===== src/hdl/csr_pkg.sv =====
// Shared definitions for the cache set replacement block.
// Holds action and policy codes and the command structs driven into the cells.
// No dependencies.
package csr_pkg;

    localparam logic [1:0] ACT_READ       = 2'd0;
    localparam logic [1:0] ACT_WRITE      = 2'd1;
    localparam logic [1:0] ACT_ALLOCATE   = 2'd2;
    localparam logic [1:0] ACT_INVALIDATE = 2'd3;

    localparam logic POL_LRU  = 1'b0;
    localparam logic POL_FIFO = 1'b1;

    localparam logic REG_POLICY = 1'b0;

    typedef struct packed {
        logic fill;
        logic set_dirty;
        logic clear;
        logic touch;
        logic dirty_val;
    } csr_way_cmd_t;

    typedef struct packed {
        logic remove;
        logic push;
    } csr_queue_cmd_t;

endpackage


===== src/hdl/csr_way_cell.sv =====
// One way of the set: tag, valid, dirty and recency rank.
// Joins the hit, free-way and least-recent search chains; uses csr_pkg.
module csr_way_cell #(
    parameter int WAY       = 0,
    parameter int ASSOC     = 8,
    parameter int TAG_WIDTH = 24,
    parameter int WW        = 3,
    parameter int RW        = 3
) (
    input  logic                  aclk,
    input  logic                  aresetn,
    input  csr_pkg::csr_way_cmd_t cmd,
    input  logic [WW-1:0]         cmd_way,
    input  logic [TAG_WIDTH-1:0]  cmd_tag,
    input  logic [RW-1:0]         touch_rank,
    input  logic [TAG_WIDTH-1:0]  look_tag,
    input  logic                  hit_in,
    input  logic [WW-1:0]         hit_idx_in,
    output logic                  hit_out,
    output logic [WW-1:0]         hit_idx_out,
    input  logic                  free_in,
    input  logic [WW-1:0]         free_idx_in,
    output logic                  free_out,
    output logic [WW-1:0]         free_idx_out,
    input  logic                  lru_has_in,
    input  logic [RW-1:0]         lru_rank_in,
    input  logic [WW-1:0]         lru_idx_in,
    output logic                  lru_has_out,
    output logic [RW-1:0]         lru_rank_out,
    output logic [WW-1:0]         lru_idx_out,
    output logic [TAG_WIDTH-1:0]  tag,
    output logic                  valid,
    output logic                  dirty,
    output logic [RW-1:0]         rank
);

    localparam logic [WW-1:0] MY_IDX   = WW'(WAY);
    localparam logic [RW-1:0] TOP_RANK = RW'(ASSOC - 1);

    logic [TAG_WIDTH-1:0] tag_reg;
    logic                 valid_reg;
    logic                 dirty_reg;
    logic [RW-1:0]        rank_reg;
    logic                 sel;
    logic                 match;
    logic                 take_lru;

    assign sel   = (cmd_way == MY_IDX);
    assign match = valid_reg && (tag_reg == look_tag);

    assign hit_out     = hit_in || match;
    assign hit_idx_out = hit_in ? hit_idx_in : MY_IDX;

    assign free_out     = free_in || !valid_reg;
    assign free_idx_out = free_in ? free_idx_in : MY_IDX;

    assign take_lru     = !lru_has_in || (rank_reg < lru_rank_in);
    assign lru_has_out  = 1'b1;
    assign lru_rank_out = take_lru ? rank_reg : lru_rank_in;
    assign lru_idx_out  = take_lru ? MY_IDX : lru_idx_in;

    always_ff @(posedge aclk) begin
        if (cmd.fill && sel) begin
            tag_reg <= cmd_tag;
        end
    end

    always_ff @(posedge aclk) begin
        if (!aresetn) begin
            valid_reg <= 1'b0;
            dirty_reg <= 1'b0;
            rank_reg  <= '0;
        end else begin
            if (sel && cmd.fill) begin
                valid_reg <= 1'b1;
                dirty_reg <= cmd.dirty_val;
            end else if (sel && cmd.set_dirty) begin
                dirty_reg <= 1'b1;
            end else if (sel && cmd.clear) begin
                valid_reg <= 1'b0;
                dirty_reg <= 1'b0;
            end
            if (cmd.touch) begin
                if (sel) begin
                    rank_reg <= TOP_RANK;
                end else if (rank_reg > touch_rank) begin
                    rank_reg <= rank_reg - 1'b1;
                end
            end
        end
    end

    assign tag   = tag_reg;
    assign valid = valid_reg;
    assign dirty = dirty_reg;
    assign rank  = rank_reg;

endmodule


===== src/hdl/csr_queue_cell.sv =====
// One place of the fill-order queue, holding a way index.
// Shifts from its right-hand neighbour on removal; uses csr_pkg.
module csr_queue_cell #(
    parameter int POS = 0,
    parameter int WW  = 3,
    parameter int CW  = 4
) (
    input  logic                    aclk,
    input  logic                    aresetn,
    input  csr_pkg::csr_queue_cmd_t cmd,
    input  logic [WW-1:0]           cmd_way,
    input  logic [CW-1:0]           count,
    input  logic [CW-1:0]           push_pos,
    input  logic [WW-1:0]           right_val,
    input  logic                    found_in,
    output logic                    found_out,
    output logic [WW-1:0]           val
);

    localparam logic [CW-1:0] MY_POS = CW'(POS);

    logic [WW-1:0] val_reg;
    logic          match;

    assign match     = (val_reg == cmd_way) && (MY_POS < count);
    assign found_out = found_in || match;

    always_ff @(posedge aclk) begin
        if (!aresetn) begin
            val_reg <= '0;
        end else if (cmd.push && (push_pos == MY_POS)) begin
            val_reg <= cmd_way;
        end else if (cmd.remove && found_out) begin
            val_reg <= right_val;
        end
    end

    assign val = val_reg;

endmodule


===== src/hdl/cache_set_replacement.sv =====
// Cache set replacement: one set of ASSOC ways with LRU or FIFO victim choice.
// Each item passes a lookup state over the row of way cells, then an update
// state that writes the cells and the queue; the update waits while a held
// result is not taken, and the next item can be accepted as it goes ahead.
// Reset (aresetn low, synchronous) clears valid, dirty, ranks, queue and policy.
module cache_set_replacement #(
    parameter int ASSOC     = 8,
    parameter int TAG_WIDTH = 24
) (
    input  logic                 aclk,
    input  logic                 aresetn,
    input  logic                 psel,
    input  logic                 penable,
    input  logic                 pwrite,
    input  logic [2:0]           paddr,
    input  logic [31:0]          pwdata,
    output logic [31:0]          prdata,
    output logic                 pready,
    input  logic                 s_valid,
    output logic                 s_ready,
    input  logic [1:0]           s_action,
    input  logic [TAG_WIDTH-1:0] s_tag,
    output logic                 m_valid,
    input  logic                 m_ready,
    output logic                 m_hit,
    output logic [2:0]           m_way,
    output logic                 m_victim_valid,
    output logic [TAG_WIDTH-1:0] m_victim_tag,
    output logic                 m_victim_dirty
);

    localparam int WW = (ASSOC > 1) ? $clog2(ASSOC) : 1;
    localparam int RW = WW;
    localparam int CW = $clog2(ASSOC + 1);

    localparam logic [1:0] S_IDLE = 2'd0;
    localparam logic [1:0] S_LOOK = 2'd1;
    localparam logic [1:0] S_UPD  = 2'd2;

    logic [1:0]           state_reg, state_next;
    logic                 policy_reg;
    logic [1:0]           act_reg;
    logic [TAG_WIDTH-1:0] tag_reg;
    logic                 hit_reg, free_reg;
    logic [WW-1:0]        hit_way_reg, free_way_reg, lru_way_reg;
    logic [CW-1:0]        count_reg, count_next;

    logic                 m_valid_reg;
    logic                 m_hit_reg, m_victim_valid_reg, m_victim_dirty_reg;
    logic [2:0]           m_way_reg;
    logic [TAG_WIDTH-1:0] m_victim_tag_reg;

    logic [ASSOC:0]       hit_c, free_c, lru_has_c, found_c;
    logic [WW-1:0]        hit_idx_c [ASSOC+1];
    logic [WW-1:0]        free_idx_c [ASSOC+1];
    logic [WW-1:0]        lru_idx_c [ASSOC+1];
    logic [RW-1:0]        lru_rank_c [ASSOC+1];

    logic [TAG_WIDTH-1:0] tag_arr [ASSOC];
    logic [RW-1:0]        rank_arr [ASSOC];
    logic [ASSOC-1:0]     valid_vec, dirty_vec;
    logic [WW-1:0]        qval [ASSOC];

    csr_pkg::csr_way_cmd_t   way_cmd;
    csr_pkg::csr_queue_cmd_t q_cmd;

    logic          accept, upd_go;
    logic          is_wr, is_alloc, is_inv, do_fill, evict, fifo_ok;
    logic [WW-1:0] victim_way, tgt_way;
    logic [CW-1:0] count_after, push_pos;

    assign pready = 1'b1;
    assign prdata = (paddr[2] == csr_pkg::REG_POLICY) ? {31'd0, policy_reg} : 32'd0;

    always_ff @(posedge aclk) begin
        if (!aresetn) begin
            policy_reg <= csr_pkg::POL_LRU;
        end else if (psel && penable && pwrite && (paddr[2] == csr_pkg::REG_POLICY)) begin
            policy_reg <= pwdata[0];
        end
    end

    assign upd_go  = (state_reg == S_UPD) && (!m_valid_reg || m_ready);
    assign s_ready = (state_reg == S_IDLE) || upd_go;
    assign accept  = s_valid && s_ready;

    always_comb begin
        state_next = state_reg;
        case (state_reg)
            S_IDLE: begin
                if (accept) state_next = S_LOOK;
            end
            S_LOOK: state_next = S_UPD;
            S_UPD: begin
                if (upd_go) state_next = accept ? S_LOOK : S_IDLE;
            end
            default: state_next = S_IDLE;
        endcase
    end

    always_ff @(posedge aclk) begin
        if (!aresetn) begin
            state_reg <= S_IDLE;
        end else begin
            state_reg <= state_next;
        end
    end

    always_ff @(posedge aclk) begin
        if (accept) begin
            act_reg <= s_action;
            tag_reg <= s_tag;
        end
        if (state_reg == S_LOOK) begin
            hit_reg      <= hit_c[ASSOC];
            hit_way_reg  <= hit_idx_c[ASSOC];
            free_reg     <= free_c[ASSOC];
            free_way_reg <= free_idx_c[ASSOC];
            lru_way_reg  <= lru_idx_c[ASSOC];
        end
    end

    assign hit_c[0]      = 1'b0;
    assign hit_idx_c[0]  = '0;
    assign free_c[0]     = 1'b0;
    assign free_idx_c[0] = '0;
    assign lru_has_c[0]  = 1'b0;
    assign lru_rank_c[0] = '0;
    assign lru_idx_c[0]  = '0;
    assign found_c[0]    = 1'b0;

    genvar g;
    generate
        for (g = 0; g < ASSOC; g++) begin : g_way
            csr_way_cell #(
                .WAY(g), .ASSOC(ASSOC), .TAG_WIDTH(TAG_WIDTH), .WW(WW), .RW(RW)
            ) u_cell (
                .aclk(aclk), .aresetn(aresetn),
                .cmd(way_cmd), .cmd_way(tgt_way), .cmd_tag(tag_reg),
                .touch_rank(rank_arr[tgt_way]), .look_tag(tag_reg),
                .hit_in(hit_c[g]), .hit_idx_in(hit_idx_c[g]),
                .hit_out(hit_c[g+1]), .hit_idx_out(hit_idx_c[g+1]),
                .free_in(free_c[g]), .free_idx_in(free_idx_c[g]),
                .free_out(free_c[g+1]), .free_idx_out(free_idx_c[g+1]),
                .lru_has_in(lru_has_c[g]), .lru_rank_in(lru_rank_c[g]),
                .lru_idx_in(lru_idx_c[g]),
                .lru_has_out(lru_has_c[g+1]), .lru_rank_out(lru_rank_c[g+1]),
                .lru_idx_out(lru_idx_c[g+1]),
                .tag(tag_arr[g]), .valid(valid_vec[g]), .dirty(dirty_vec[g]),
                .rank(rank_arr[g])
            );

            csr_queue_cell #(.POS(g), .WW(WW), .CW(CW)) u_queue (
                .aclk(aclk), .aresetn(aresetn),
                .cmd(q_cmd), .cmd_way(tgt_way), .count(count_reg),
                .push_pos(push_pos),
                .right_val((g == ASSOC - 1) ? qval[g] : qval[(g + 1) % ASSOC]),
                .found_in(found_c[g]), .found_out(found_c[g+1]), .val(qval[g])
            );
        end
    endgenerate

    assign is_wr    = (act_reg == csr_pkg::ACT_WRITE);
    assign is_alloc = (act_reg == csr_pkg::ACT_ALLOCATE);
    assign is_inv   = (act_reg == csr_pkg::ACT_INVALIDATE);
    assign do_fill  = (is_wr || is_alloc) && !hit_reg;
    assign evict    = do_fill && !free_reg;

    assign fifo_ok    = (count_reg != '0) && ({1'b0, qval[0]} < (WW+1)'(ASSOC));
    assign victim_way = (policy_reg == csr_pkg::POL_FIFO) ? (fifo_ok ? qval[0] : '0)
                                                           : lru_way_reg;

    always_comb begin
        if (hit_reg) begin
            tgt_way = hit_way_reg;
        end else if (do_fill) begin
            tgt_way = free_reg ? free_way_reg : victim_way;
        end else begin
            tgt_way = '0;
        end
    end

    assign way_cmd.fill      = upd_go && do_fill;
    assign way_cmd.set_dirty = upd_go && is_wr && hit_reg;
    assign way_cmd.clear     = upd_go && is_inv && hit_reg;
    assign way_cmd.touch     = upd_go && (do_fill || (is_wr && hit_reg));
    assign way_cmd.dirty_val = is_wr;

    assign q_cmd.remove = upd_go && ((is_inv && hit_reg) || evict);
    assign q_cmd.push   = upd_go && do_fill;

    assign count_after = (q_cmd.remove && found_c[ASSOC]) ? count_reg - 1'b1 : count_reg;
    assign push_pos    = (count_after < CW'(ASSOC)) ? count_after : CW'(ASSOC);
    assign count_next  = (q_cmd.push && (count_after < CW'(ASSOC))) ? count_after + 1'b1
                                                                     : count_after;

    always_ff @(posedge aclk) begin
        if (!aresetn) begin
            count_reg <= '0;
        end else begin
            count_reg <= count_next;
        end
    end

    always_ff @(posedge aclk) begin
        if (!aresetn) begin
            m_valid_reg <= 1'b0;
        end else if (upd_go) begin
            m_valid_reg <= 1'b1;
        end else if (m_ready) begin
            m_valid_reg <= 1'b0;
        end
    end

    always_ff @(posedge aclk) begin
        if (upd_go) begin
            m_hit_reg          <= hit_reg;
            m_way_reg          <= 3'(tgt_way);
            m_victim_valid_reg <= evict;
            m_victim_tag_reg   <= evict ? tag_arr[victim_way] : '0;
            m_victim_dirty_reg <= evict && dirty_vec[victim_way];
        end
    end

    assign m_valid        = m_valid_reg;
    assign m_hit          = m_hit_reg;
    assign m_way          = m_way_reg;
    assign m_victim_valid = m_victim_valid_reg;
    assign m_victim_tag   = m_victim_tag_reg;
    assign m_victim_dirty = m_victim_dirty_reg;

    a_count_tracks_valid: assert property (@(posedge aclk) disable iff (!aresetn)
        (CW'($countones(valid_vec)) == count_reg))
        else $error("Queue length differs from the number of valid ways.");

    a_evict_only_when_full: assert property (@(posedge aclk) disable iff (!aresetn)
        (upd_go && evict) |-> (&valid_vec))
        else $error("Eviction while a way was still free.");

    a_queue_head_valid: assert property (@(posedge aclk) disable iff (!aresetn)
        (count_reg != '0) |-> valid_vec[qval[0]])
        else $error("Oldest queued way is not valid.");

    a_result_follows_item: assert property (@(posedge aclk) disable iff (!aresetn)
        accept |=> (state_reg == S_LOOK))
        else $error("Accepted item did not enter the lookup cycle.");

endmodule

===== config.mk =====
export PLATFORM = sky130hd
export DESIGN_NAME = cache_set_replacement
export DESIGN_NICKNAME = d
export VERILOG_FILES = /design/src/hdl/csr_pkg.sv /design/src/hdl/csr_way_cell.sv /design/src/hdl/csr_queue_cell.sv /design/src/hdl/cache_set_replacement.sv
export SDC_FILE = /design/constraint.sdc
export NUM_CORES = 1
export LEC_CHECK = 0
export BUFFER_PORTS_ARGS = -buffer_cell sky130_fd_sc_hd__buf_2
export CORE_UTILIZATION = 40
export DETAILED_ROUTE_END_ITERATION = 8
export PLACE_DENSITY = 0.68
export REMOVE_ABC_BUFFERS = 1
export SETUP_SLACK_MARGIN = 0.4
export SLEW_MARGIN = 20
export SYNTH_ARGS = -nofsm -noshare
export SYNTH_HDL_FRONTEND = slang
export SYNTH_HIERARCHICAL = 1
export SYNTH_SLANG_ARGS = --single-unit

===== constraint.sdc =====
create_clock -name aclk -period 8.5 [get_ports aclk]
set_clock_uncertainty 0.05 [all_clocks]
set_input_delay 1.275 -clock aclk [delete_from_list [all_inputs] [get_ports aclk]]
set_output_delay 1.275 -clock aclk [all_outputs]
set_load 0.005 [all_outputs]

* Word-level counts from Yosys, hierarchy flattened
Cells that the tools add are included.
Cells by class: add/subtract/negate cells 10, order comparisons 27, equal/unequal tests 45, muxes and demuxes 117, bitwise gates (word level) 3, reduce and logical (&&, ||, !) cells 170
Operators with widths (number):
- $eq A24 B24 Y1 | 8
- $mux W3 | 43
- $logic_and A1 B1 Y1 | 74
- $bmux W24 S3 | 1
- $mux W1 | 51
- $mux W24 | 2
- $reduce_bool A2 Y1 | 24
- $reduce_and A2 Y1 | 19
- $mux W2 | 14
- $logic_or A1 B1 Y1 | 26
- $eq A3 B3 Y1 | 8
- $gt A3 B3 Y1 | 8
- $reduce_bool A3 Y1 | 8
- $sub A3 B1 Y3 const B | 8
- $lt A3 B3 Y1 | 7
- $eq A4 B3 Y1 const B | 4
- $lt A3 B4 Y1 const A | 4
- $ne A2 B1 Y1 const B | 8
- $eq A3 B3 Y1 const B | 4
- $mux W4 | 3
- $logic_not A1 Y1 | 11
- $bmux W3 S3 | 1
- $eq A4 B2 Y1 const B | 2
- $ge A4 B4 Y1 const B | 2
- other kinds (23) | 32
Word-level totals: bits in registers 331, input port bits 68, output and inout bits 65, word-level logic and storage cells 434

* Logic depth before layout (Yosys ltp)
Gate-level depths: netlist (run 1).
depth in word-level cells 22, gate-level depth with buffers 48, depth with buffers taken out 48

* Modules after synthesis
The synthesis (run 1) kept the hierarchy.
By module, submodules not included:
- cache_set_replacement | instances 1, cells an instance 463, area each 5171.2 um^2, sequential area each 2172.1 um^2
- csr_way_cell (g_way[3].u_cell ...) | instances 3, cells an instance 121, area each 1496.4 um^2, sequential area each 820.8 um^2
- csr_way_cell (g_way[1].u_cell ...) | instances 2, cells an instance 120, area each 1488.9 um^2, sequential area each 820.8 um^2
- csr_way_cell (g_way[0].u_cell) | instances 1, cells an instance 119, area each 1500.2 um^2, sequential area each 820.8 um^2
- csr_way_cell (g_way[4].u_cell) | instances 1, cells an instance 120, area each 1492.7 um^2, sequential area each 820.8 um^2
- csr_way_cell (g_way[7].u_cell) | instances 1, cells an instance 119, area each 1485.2 um^2, sequential area each 820.8 um^2
- csr_queue_cell (g_way[4].u_queue) | instances 1, cells an instance 24, area each 236.5 um^2, sequential area each 60.1 um^2
- csr_queue_cell (g_way[7].u_queue) | instances 1, cells an instance 27, area each 229.0 um^2, sequential area each 60.1 um^2
- csr_queue_cell (g_way[6].u_queue) | instances 1, cells an instance 22, area each 226.5 um^2, sequential area each 60.1 um^2
- csr_queue_cell (g_way[0].u_queue) | instances 1, cells an instance 23, area each 222.7 um^2, sequential area each 60.1 um^2
- csr_queue_cell (g_way[2].u_queue) | instances 1, cells an instance 21, area each 217.7 um^2, sequential area each 60.1 um^2
- csr_queue_cell (g_way[3].u_queue) | instances 1, cells an instance 23, area each 217.7 um^2, sequential area each 60.1 um^2
- csr_queue_cell (g_way[5].u_queue) | instances 1, cells an instance 24, area each 215.2 um^2, sequential area each 60.1 um^2
- csr_queue_cell (g_way[1].u_queue) | instances 1, cells an instance 21, area each 214.0 um^2, sequential area each 60.1 um^2

* Worst setup path after synthesis (run 1)
No wires, ideal clock.
kind reg-to-reg, from register g_way[0].u_cell.rank_reg[1], to register lru_way_reg[2] (data pin), library setup time 262 ps, data arrival time 7561 ps, required time 8188 ps, setup slack 626 ps, cell stages (with the launch flop) 45, path buffers 0, clock period less this slack 7874 ps, cells stage by stage dfxtp_1 inv_1 mux2i_1 inv_1 ha_1 a21boi_0 o21a_1 o21ai_4 mux2i_1 inv_1 ha_1 a21boi_0 o21a_1 o21ai_4 mux2i_1 inv_1 ha_1 a21boi_0 [9 not listed] inv_1 ha_1 a21boi_0 o21a_1 o21ai_4 mux2i_1 inv_1 ha_1 a21boi_0 o21a_1 o21ai_4 mux2i_1 inv_1 ha_1 a21boi_0 o21a_1 o21ai_4 or2_2
RTL lines:
- start, declared | line csr_way_cell.sv:43 | logic [RW-1:0] rank_reg;
- start signal, assigned | line csr_way_cell.sv:87 | rank_reg <= rank_reg - 1'b1;
- end signal, assigned | line cache_set_replacement.sv:119 | lru_way_reg <= lru_idx_c[ASSOC];
- end, declared | line cache_set_replacement.sv:45 | logic [WW-1:0] hit_way_reg, free_way_reg, lru_way_reg;

==> run metrics, run 1 <==
Tot GR Track Use 0.195; Slew HR 0.268; clock root cell clkbuf_16; fraction of layout cells with a size suffix above 1 0.171; Synth warnings 6; Avg WL per Cell 19.3 µm; vias 12800; fraction of the cycle the final worst path needs 0.957; final setup vio count 0; Die Wd 219 µm; CTS tree yes; Lkg Pwr 0.00819 µW; largest net degree at the start of global routing 59; Min-Delay Path Class reg2reg; initial antenna violation count 0; Initial Utilization 0.405; Final Critical Period 8.14 ns; CORE AREA 46600 µm²; FMAX 0.123 GHz; antenna-violating nets left 0; IO buf count 67; run status finished clean; Worst Hold Depth 2; max reg flops 192; num rows 79; Residual DRC 0; Crit path required time 8.76 ns; pre-CTS setup slack -0.0672 ns; final non-filler cell total 2404; placed insts 2290; crit path launch g_way[0].u_cell/rank[1]$_SDFFE_PN0P_; Arr. time, crit path 8.39 ns; Bufs on Longest Clock Path 3; Worst setup SP type register; H-tree Lvls 2; maximum vdd drop 0.142 mV; Worst Setup End Kind register; Reg-to-Reg Start g_way[0].u_cell/rank[1]$_SDFFE_PN0P_; Hold-fix buffers, CTS 0; Netlist Area Pre-Place 18900 µm²; Avg Cell Area, Syn 11.8 µm²; Cell Pwr Density 179 nW/µm²; Max Fanout on Critical Path 4; Clock Pin Slew Worst Setup and Hold Paths 0.05 ns; Worst Setup Path Type reg2reg; ant diodes 0; Iter 0 DRT Violations 852; I/O pin count 133; Final Hold Violating Endpoints 0; Slowest cell on crit path mux2_2; worst-skew pair later-pin latency 0.57 ns; area added between synthesis and finish 14.7%; grt ovf 0; R2R cell count 47; Slew Viols, Final 0; die height 219 µm; Layout Nets 1888; hold path start g_way[0].u_cell/rank[1]$_SDFFE_PN0P_; most used cell, CP buf_4; vias in the first global route 12900; worst setup margin 0.364 ns; Tightest Pin Transition 1.07 ns; DRT Pass-1 Iters 5; DIE AREA 48000 µm²; vias per cell 5.34; dpl hpwl 30500 µm; hold_ws 0.428 ns; Post-Synthesis Cells 1604; total clock sinks 331; Routability Congestion 0.847; Final Util 0.464; Num CTS Buffers 38; final WL 46400 µm; first-pass GRT wire length 72000 µm; setup tns final 0 ns; RSZ-0062 raised after global routing yes; Worst path max stage delay 0.35 ns; fillers 4165; maxcap violations 0
## where the power goes
part | total [µW] | switching (µW) | internal, µW
clock network | 1700 | 682 | 1010
registers | 1810 | 45.4 | 1770
logic | 372 | 209 | 162
## through the flow
step	total power, µW	instance area (µm²)
after floorplan	2090	18600
after global placement	2180	19900
after detailed placement	2190	19900
after CTS	3910	21600
after global routing	4020	21600
final	3880	21600
## area by class of cell
| cell class | instances | area (µm²) | share of cell area |
|---|---|---|---|
| Clock buffer | 50 | 1030 | 0.0475 |
| Clock inverter | 19 | 264 | 0.0122 |
| Inverter | 87 | 328 | 0.0152 |
| Multi-Input combinational cell | 1169 | 9120 | 0.422 |
| Sequential cell | 331 | 9220 | 0.427 |
| Tap cell | 607 | 759 | 0.0351 |
| Timing Repair Buffer | 141 | 902 | 0.0417 |
## routing by layer
metal  vias up  track usage  routed length [µm]  share of wire
li1       6160            -                   -              -
met1      6271        0.245               20200           0.43
met2       324        0.331               22700           0.49
met3        88       0.0340                2080          0.045
met4         0       0.0766                1520          0.033
met5         -            0                   0              0
## worst max-delay path, delay by kind of cell, from the launching register on
kind / cells / cell delay, ns
AO/OA/AOI/OAI: 16 / 2.47
adder cells (fa/ha/maj): 6 / 1.49
buffers and inverters: 17 / 1.74
flip-flops: 1 / 0.33
multiplexers: 7 / 1.56
AND/OR/NAND/NOR: 1 / 0.27
## timing repair
item                       CTS  global route
hold endpoints to repair     0             0
pin swaps                   20            13
setup endpoints to repair    3             3
setup buffers               43             2
gates resized for setup      8             6
## worst paths after layout
kind | endpoint | slack, ns
min | g_way[0].u_cell/rank[1]$_SDFFE_PN0P_ | 0.43
max reg2reg | lru_way_reg[1]$_DFFE_PN_ | 0.36
min reg2reg | g_way[0].u_cell/rank[1]$_SDFFE_PN0P_ | 0.43
max | lru_way_reg[1]$_DFFE_PN_ | 0.36
## layout by cell type, fill, tap and decap left out, drive strengths merged, types with 10 or more instances in the layout
master	n
inv	87
nand3	22
clkbuf	50
mux2i	162
and2	40
ha	52
conb	63
nand2b	41
a211oi	21
o21ai	30
nor2	39
clkinv	12
nor3	28
a21boi	20
xnor2	92
a32o	25
mux2	20
a2111oi	12
dfxtp	72
edfxtp	259
nor4	29
a41o	12
o211ai	13
nor2b	21
buf	141
o221a	10
xor2	129
o21a	26
and3	10
or2	20
nand2	101
nand4	20
a21oi	30
No activity file was read; power rests on OpenSTA's default activity.
==> inputs of run 2 (changes only) <==
CAP_MARGIN = 40   (was unset)
GPL_TIMING_DRIVEN = 0   (was unset)
==> run 2 against run 1 <==
Core utilization is 0.51 points higher. Cell count is 0.17% lower. Via count is 0.42% higher. Fmax is 0.38% lower. Critical path depth is 3 higher. Critical endpoint is now lru_way_reg[2]$_DFFE_PN_.
==> run metrics, run 2 (same netlist as run 1, synthesis figures left out) <==
antenna-violating nets left 0 (unchanged); Crit path required time 8.75 ns (about the same); Die Wd 219 µm (unchanged); run status finished clean; Worst Hold Depth 2 (unchanged); WHS Endpoint g_way[5].u_queue/val[2]$_SDFFE_PN0P_; Avg WL per Cell 19.3 µm (-0.13%); maximum vdd drop 0.161 mV (+13%); Reg2Reg Capture Point lru_way_reg[2]$_DFFE_PN_; IO buf count 67 (unchanged); vias per cell 5.37 (+0.59%); final non-filler cell total 2400 (-0.17%); CTS tree yes; I/O pin count 133 (unchanged); fraction of the cycle the final worst path needs 0.961 (+0.00367); RSZ-0062 raised after global routing yes; H-tree Lvls 2 (unchanged); Routability Congestion 0.862 (+1.7%); Residual DRC 0 (unchanged); commonest non-fill, non-tap cell in the layout edfxtp_1; Cell Pwr Density 176 nW/µm² (-2.2%); grt ovf 0 (unchanged); most used cell, CP buf_4; dpl hpwl 32000 µm (+5.1%); Arr. time, crit path 8.42 ns (+0.03 ns); DIE AREA 48000 µm² (unchanged); area added between synthesis and finish 15.9%; Layout Nets 1884 (-0.21%); final WL 46300 µm (-0.29%); total clock sinks 331 (unchanged); Tot GR Track Use 0.195 (+0.000615); largest net degree at the start of global routing 40 (-32%); Num CTS Buffers 38 (unchanged); Switch Pwr 943 µW (+0.67%); Tightest Pin Transition 0.832 ns (-0.238 ns); cell-internal power 2890 µW (-1.7%); vias in the first global route 13100 (+1.4%); final setup vio count 0 (unchanged); Clk network pwr share 0.428 (-0.009); Reg-to-Reg Start g_way[0].u_cell/rank[1]$_SDFFE_PN0P_; R2R cell count 50 (+6.4%); fillers 4153 (-0.29%); Bufs on Longest Clock Path 3 (unchanged); placed insts 2285 (-0.22%); Min-Delay Path Class reg2reg; die height 219 µm (unchanged); Worst setup SP type register; FMAX 0.122 GHz (-0.38%); Seq pwr share 0.473 (+0.006); Lkg Pwr 0.00824 µW (+0.62%); num rows 79 (unchanged); Slew HR 0.445 (+0.177); first-pass GRT wire length 72500 µm (+0.78%); max reg flops 192 (unchanged); maxcap violations 0 (unchanged); Worst path max stage delay 0.35 ns (about the same); CORE AREA 46600 µm² (unchanged); clock root cell clkbuf_16; Worst Setup Path Type reg2reg; Comb pwr share 0.099 (+0.003); worst-skew pair later-pin latency 0.56 ns (about the same); fraction of layout cells with a size suffix above 1 0.176 (+0.00484); vias 12900 (+0.42%); Max Fanout on Critical Path 3 (-1); ant diodes 0 (unchanged); Final Critical Period 8.17 ns (+0.0312 ns); DRT Pass-1 Iters 5 (unchanged); hold_ws 0.440 ns (+0.0121 ns); hold path start g_way[5].u_queue/val[2]$_SDFFE_PN0P_; Clock Pin Slew Worst Setup and Hold Paths 0.06 ns (about the same); Slew Viols, Final 0 (unchanged); fraction of power spent switching nets 0.246 (+0.00443); Initial Utilization 0.405 (unchanged); Worst Setup End Kind register; Reg2Reg Setup Slack 0.33 ns (-0.03 ns); Slowest cell on crit path dfxtp_4; initial antenna violation count 0 (unchanged); most frequent cells in the layout 259 x edfxtp_1, 162 x mux2i_1, 129 x xor2_1; Final Hold Violating Endpoints 0 (unchanged); Iter 0 DRT Violations 825 (-3.2%)
[run 2: changes by cell type in the layout (fill, tap and decap cells not counted), sizes merged]
cell      change
bufinv        -1
clkbuf        -5
clkinvlp      +2
clkinv        +2
buf           -4
inv           +2
[run 2: worst max-delay path by stage]
stage	from	endpoint	slack, ns	cells past startpoint
global route	g_way[0].u_cell/rank[1]$_SDFFE_PN0P_	lru_way_reg[2]$_DFFE_PN_	-0.21	50
global placement	count_reg[0]$_SDFF_PN0_	g_way[2].u_queue/val[0]$_SDFFE_PN0P_	-0.86	26
CTS	g_way[0].u_cell/rank[1]$_SDFFE_PN0P_	lru_way_reg[2]$_DFFE_PN_	0.21	44
finish	g_way[0].u_cell/rank[1]$_SDFFE_PN0P_	lru_way_reg[2]$_DFFE_PN_	0.33	50
floorplan	g_way[0].u_cell/rank[1]$_SDFFE_PN0P_	lru_way_reg[2]$_DFFE_PN_	0.67	44
detailed placement	g_way[0].u_cell/rank[1]$_SDFFE_PN0P_	lru_way_reg[1]$_DFFE_PN_	-0.13	44
[run 2: power by group through the flow]
stage,combinational (µW),sequential [µW],clock [µW]
finish,381,1810,1640
detailed placement,357,1850,0
global placement,347,1850,0
CTS,379,1810,1670
global route,417,1820,1740
floorplan,256,1830,0
[run 2: cell type report]
class	instances	area [µm²]	share of cell area
Clock buffer	45	977	0.0447
Clock inverter	24	255	0.0117
Inverter	87	328	0.0150
Multi-Input combinational cell	1169	9160	0.419
Sequential cell	331	9220	0.422
Tap cell	607	759	0.0348
Timing Repair Buffer	137	1150	0.0525
[run 2: routing by layer]
metal / GRT usage / share of wire / vias up
met1: 0.248 / 0.43 / 6366
met4: 0.0727 / 0.026 / 0
met2: 0.336 / 0.50 / 301
li1: - / - / 6157
met3: 0.0276 / 0.043 / 73
met5: 0 / 0 / -
[run 2: critical path: cells and delay by family, from the launching register on]
family | cells | cell delay (ns)
buffers and inverters | 22 | 2.30
muxes | 7 | 1.23
DFF | 1 | 0.35
and+or+nand+nor | 1 | 0.27
AOI/OAI and AO/OA | 15 | 2.38
adders and majority gates | 5 | 1.34
[run 2: per-stage QoR]
step	power (µW)	setup slack, ns	setup TNS (ns)	cell area (µm²)	util
after detailed placement	2210	-0.128	-0.339	20200	0.435
after floorplan	2090	0.667	0	18600	-
after global placement	2190	-0.861	-15.48	19700	0.423
final	3840	0.333	0	21900	0.469
after global routing	3980	-0.205	-0.572	21900	0.469
after CTS	3870	0.214	0	21800	0.469
[run 2: repair_timing]
| item | 4_1_cts | 5_1_grt |
|---|---|---|
| pin swaps | 20 | 13 |
| hold buffers | 0 | 0 |
| setup buffers | 43 | 3 |
| resized for setup | 12 | 2 |
| endpoints found under the setup margin | 3 | 3 |
==> inputs of run 3 (changes only) <==
ABC_AREA = 1   (was unset)
PLACE_DENSITY = 0.67   (was 0.68)
==> run 3 against run 2 <==
Register-to-register slack gained 1.3 ns. Worst hold slack lost 0.0099 ns. Cell count grew 55%. Clock-buffer cell count grew 5. Fmax grew 19%. Sequential power is essentially flat. Combinational power grew 22%. Critical path type unchanged. Largest power group unchanged.
==> run metrics, run 3 <==
CP delay by family, top adder cells; Max Fanout on Critical Path 9 (+6); Avg Cell Area, Syn 7.35 µm² (-37%); Avg WL per Cell 14.3 µm (-26%); most used cell, CP nand2_1; Num CTS Buffers 40 (+5.3%); die height 233 µm (+6.3%); I/O pin count 133 (unchanged); Post-Synthesis Cells 2903 (+81%); area added between synthesis and finish 12.0%; max reg flops 192 (unchanged); maximum vdd drop 0.119 mV (-26%); met2 Use GR 0.332 (-0.00423); Slew Viols, Final 0 (unchanged); total clock sinks 331 (unchanged); DRT Pass-1 Iters 6 (+1); Final Critical Period 6.89 ns (-1.28 ns); crit path buf inv count 7 (-68%); Slew HR 0.449 (+0.00408); Hold-fix buffers, CTS 0 (unchanged); Iter 0 DRT Violations 1230 (+49%); Routability Congestion 0.903 (+4.8%); Tot GR Track Use 0.198 (+0.00221); Setup Buffers After CTS 0 (-100%); fraction of layout cells with a size suffix above 1 0.106 (-0.0701); Lkg Pwr 0.0113 µW (+38%); vias per cell 4.67 (-13%); Worst path max stage delay 0.42 ns (+0.07 ns); Clock Pin Slew Worst Setup and Hold Paths 0.06 ns (about the same); ant diodes 0 (unchanged); placed insts 3640 (+59%); fraction of the cycle the final worst path needs 0.810 (-0.151); Top Usage Layer GRT met2; dpl hpwl 36700 µm (+15%); H-tree Lvls 2 (unchanged); clock root cell clkbuf_16; Worst setup SP type register; most frequent cells in the layout 775 x nand2_1, 572 x inv_1, 326 x nor2_1; CORE AREA 52700 µm² (+13%); Slowest cell on crit path dfxtp_1; Crit path required time 8.76 ns (about the same); final non-filler cell total 3711 (+55%); CTS tree yes; vias in the first global route 16100 (+23%); Worst Setup Path Type reg2reg; Initial Utilization 0.405 (+0.000451); final WL 53000 µm (+14%); routing usage on met1 0.258 (+0.00939); Bufs on Longest Clock Path 3 (unchanged); maxcap violations 0 (unchanged); first-pass GRT wire length 84200 µm (+16%); FMAX 0.145 GHz (+19%); num rows 84 (+6.3%); Min-Delay Path Class reg2reg; run status finished clean; IO buf count 67 (unchanged); final setup vio count 0 (unchanged); Synth warnings 6 (unchanged); commonest non-fill, non-tap cell in the layout nand2_1; Residual DRC 0 (unchanged); met3 usage 0.0295 (+0.00195); Die Wd 233 µm (+6.3%); Layout Nets 3114 (+65%); Arr. time, crit path 7.14 ns (-1.28 ns); antenna-violating nets left 0 (unchanged); largest net degree at the start of global routing 126 (+220%); grt ovf 0 (unchanged); setup tns final 0 ns (unchanged); Final Hold Violating Endpoints 0 (unchanged); DIE AREA 54300 µm² (+13%); Tightest Pin Transition 0.823 ns (-0.00916 ns); Worst Setup End Kind register; RSZ-0062 raised after global routing no; Reg2Reg Setup Slack 1.61 ns (+1.28 ns); # resized after CTS 0 (-12); hold_ws 0.430 ns (-0.00994 ns); initial antenna violation count 1 (+1); Netlist Area Pre-Place 21300 µm² (+13%); Cell Pwr Density 167 nW/µm² (-5.1%); worst-skew pair later-pin latency 0.58 ns (+0.02 ns); vias 17300 (+34%)
==> run 3: layout make-up <==
cell class	count	area (µm²)
multi-input cells	1928	9480
well taps	688	861
fillers	5195	28800
repair buffers	84	748
clock buffers	50	1100
inverters	609	2310
flip-flops and latches	331	9220
clock inverters	21	188
==> run 3: through the flow <==
| step | area [µm²] | utilization | total power [µW] | setup slack [ns] |
|---|---|---|---|---|
| finish | 23900 | 0.454 | 3980 | 1.61 |
| global route | 23900 | 0.454 | 4150 | 0.797 |
| CTS | 23900 | 0.454 | 4020 | 1.58 |
| detailed placement | 22600 | 0.430 | 2320 | 1.62 |
| global placement | 22100 | 0.420 | 2300 | 1.70 |
| floorplan | 20900 | - | 2160 | 2.26 |
==> run 3: power breakdown <==
group / total (µW) / leakage (µW) / internal [µW] / switching (µW)
logic: 466 / 0.00778 / 163 / 303
clock network: 1700 / 0.000632 / 1010 / 692
registers: 1820 / 0.00293 / 1770 / 48.9
==> run 3: path summary, 6_finish.rpt <==
kind | to | cells after the start | startpoint
max | lru_way_reg[1]$_DFFE_PN_ | 50 | g_way[0].u_cell/rank[2]$_SDFFE_PN0P_
min | g_way[3].u_cell/dirty$_SDFFE_PN0P_ | 2 | g_way[3].u_cell/dirty$_SDFFE_PN0P_
max reg2reg | lru_way_reg[1]$_DFFE_PN_ | 50 | g_way[0].u_cell/rank[2]$_SDFFE_PN0P_
min reg2reg | g_way[3].u_cell/dirty$_SDFFE_PN0P_ | 2 | g_way[3].u_cell/dirty$_SDFFE_PN0P_
==> run 3: metal layers <==
metal	wire [µm]	up-vias	part of all wire
met1	24200	7817	0.46
met2	24900	325	0.47
met5	12	-	0.00023
met4	1550	2	0.029
li1	-	9113	-
met3	2370	86	0.045
==> run 3: worst register-to-register path, delay by kind of cell (launching register included) <==
| kind | cells | cell delay, ns |
|---|---|---|
| compound gates | 13 | 1.52 |
| fa+ha+maj | 7 | 2.17 |
| buf+inv | 7 | 0.51 |
| flops | 1 | 0.42 |
| simple gates | 23 | 1.97 |
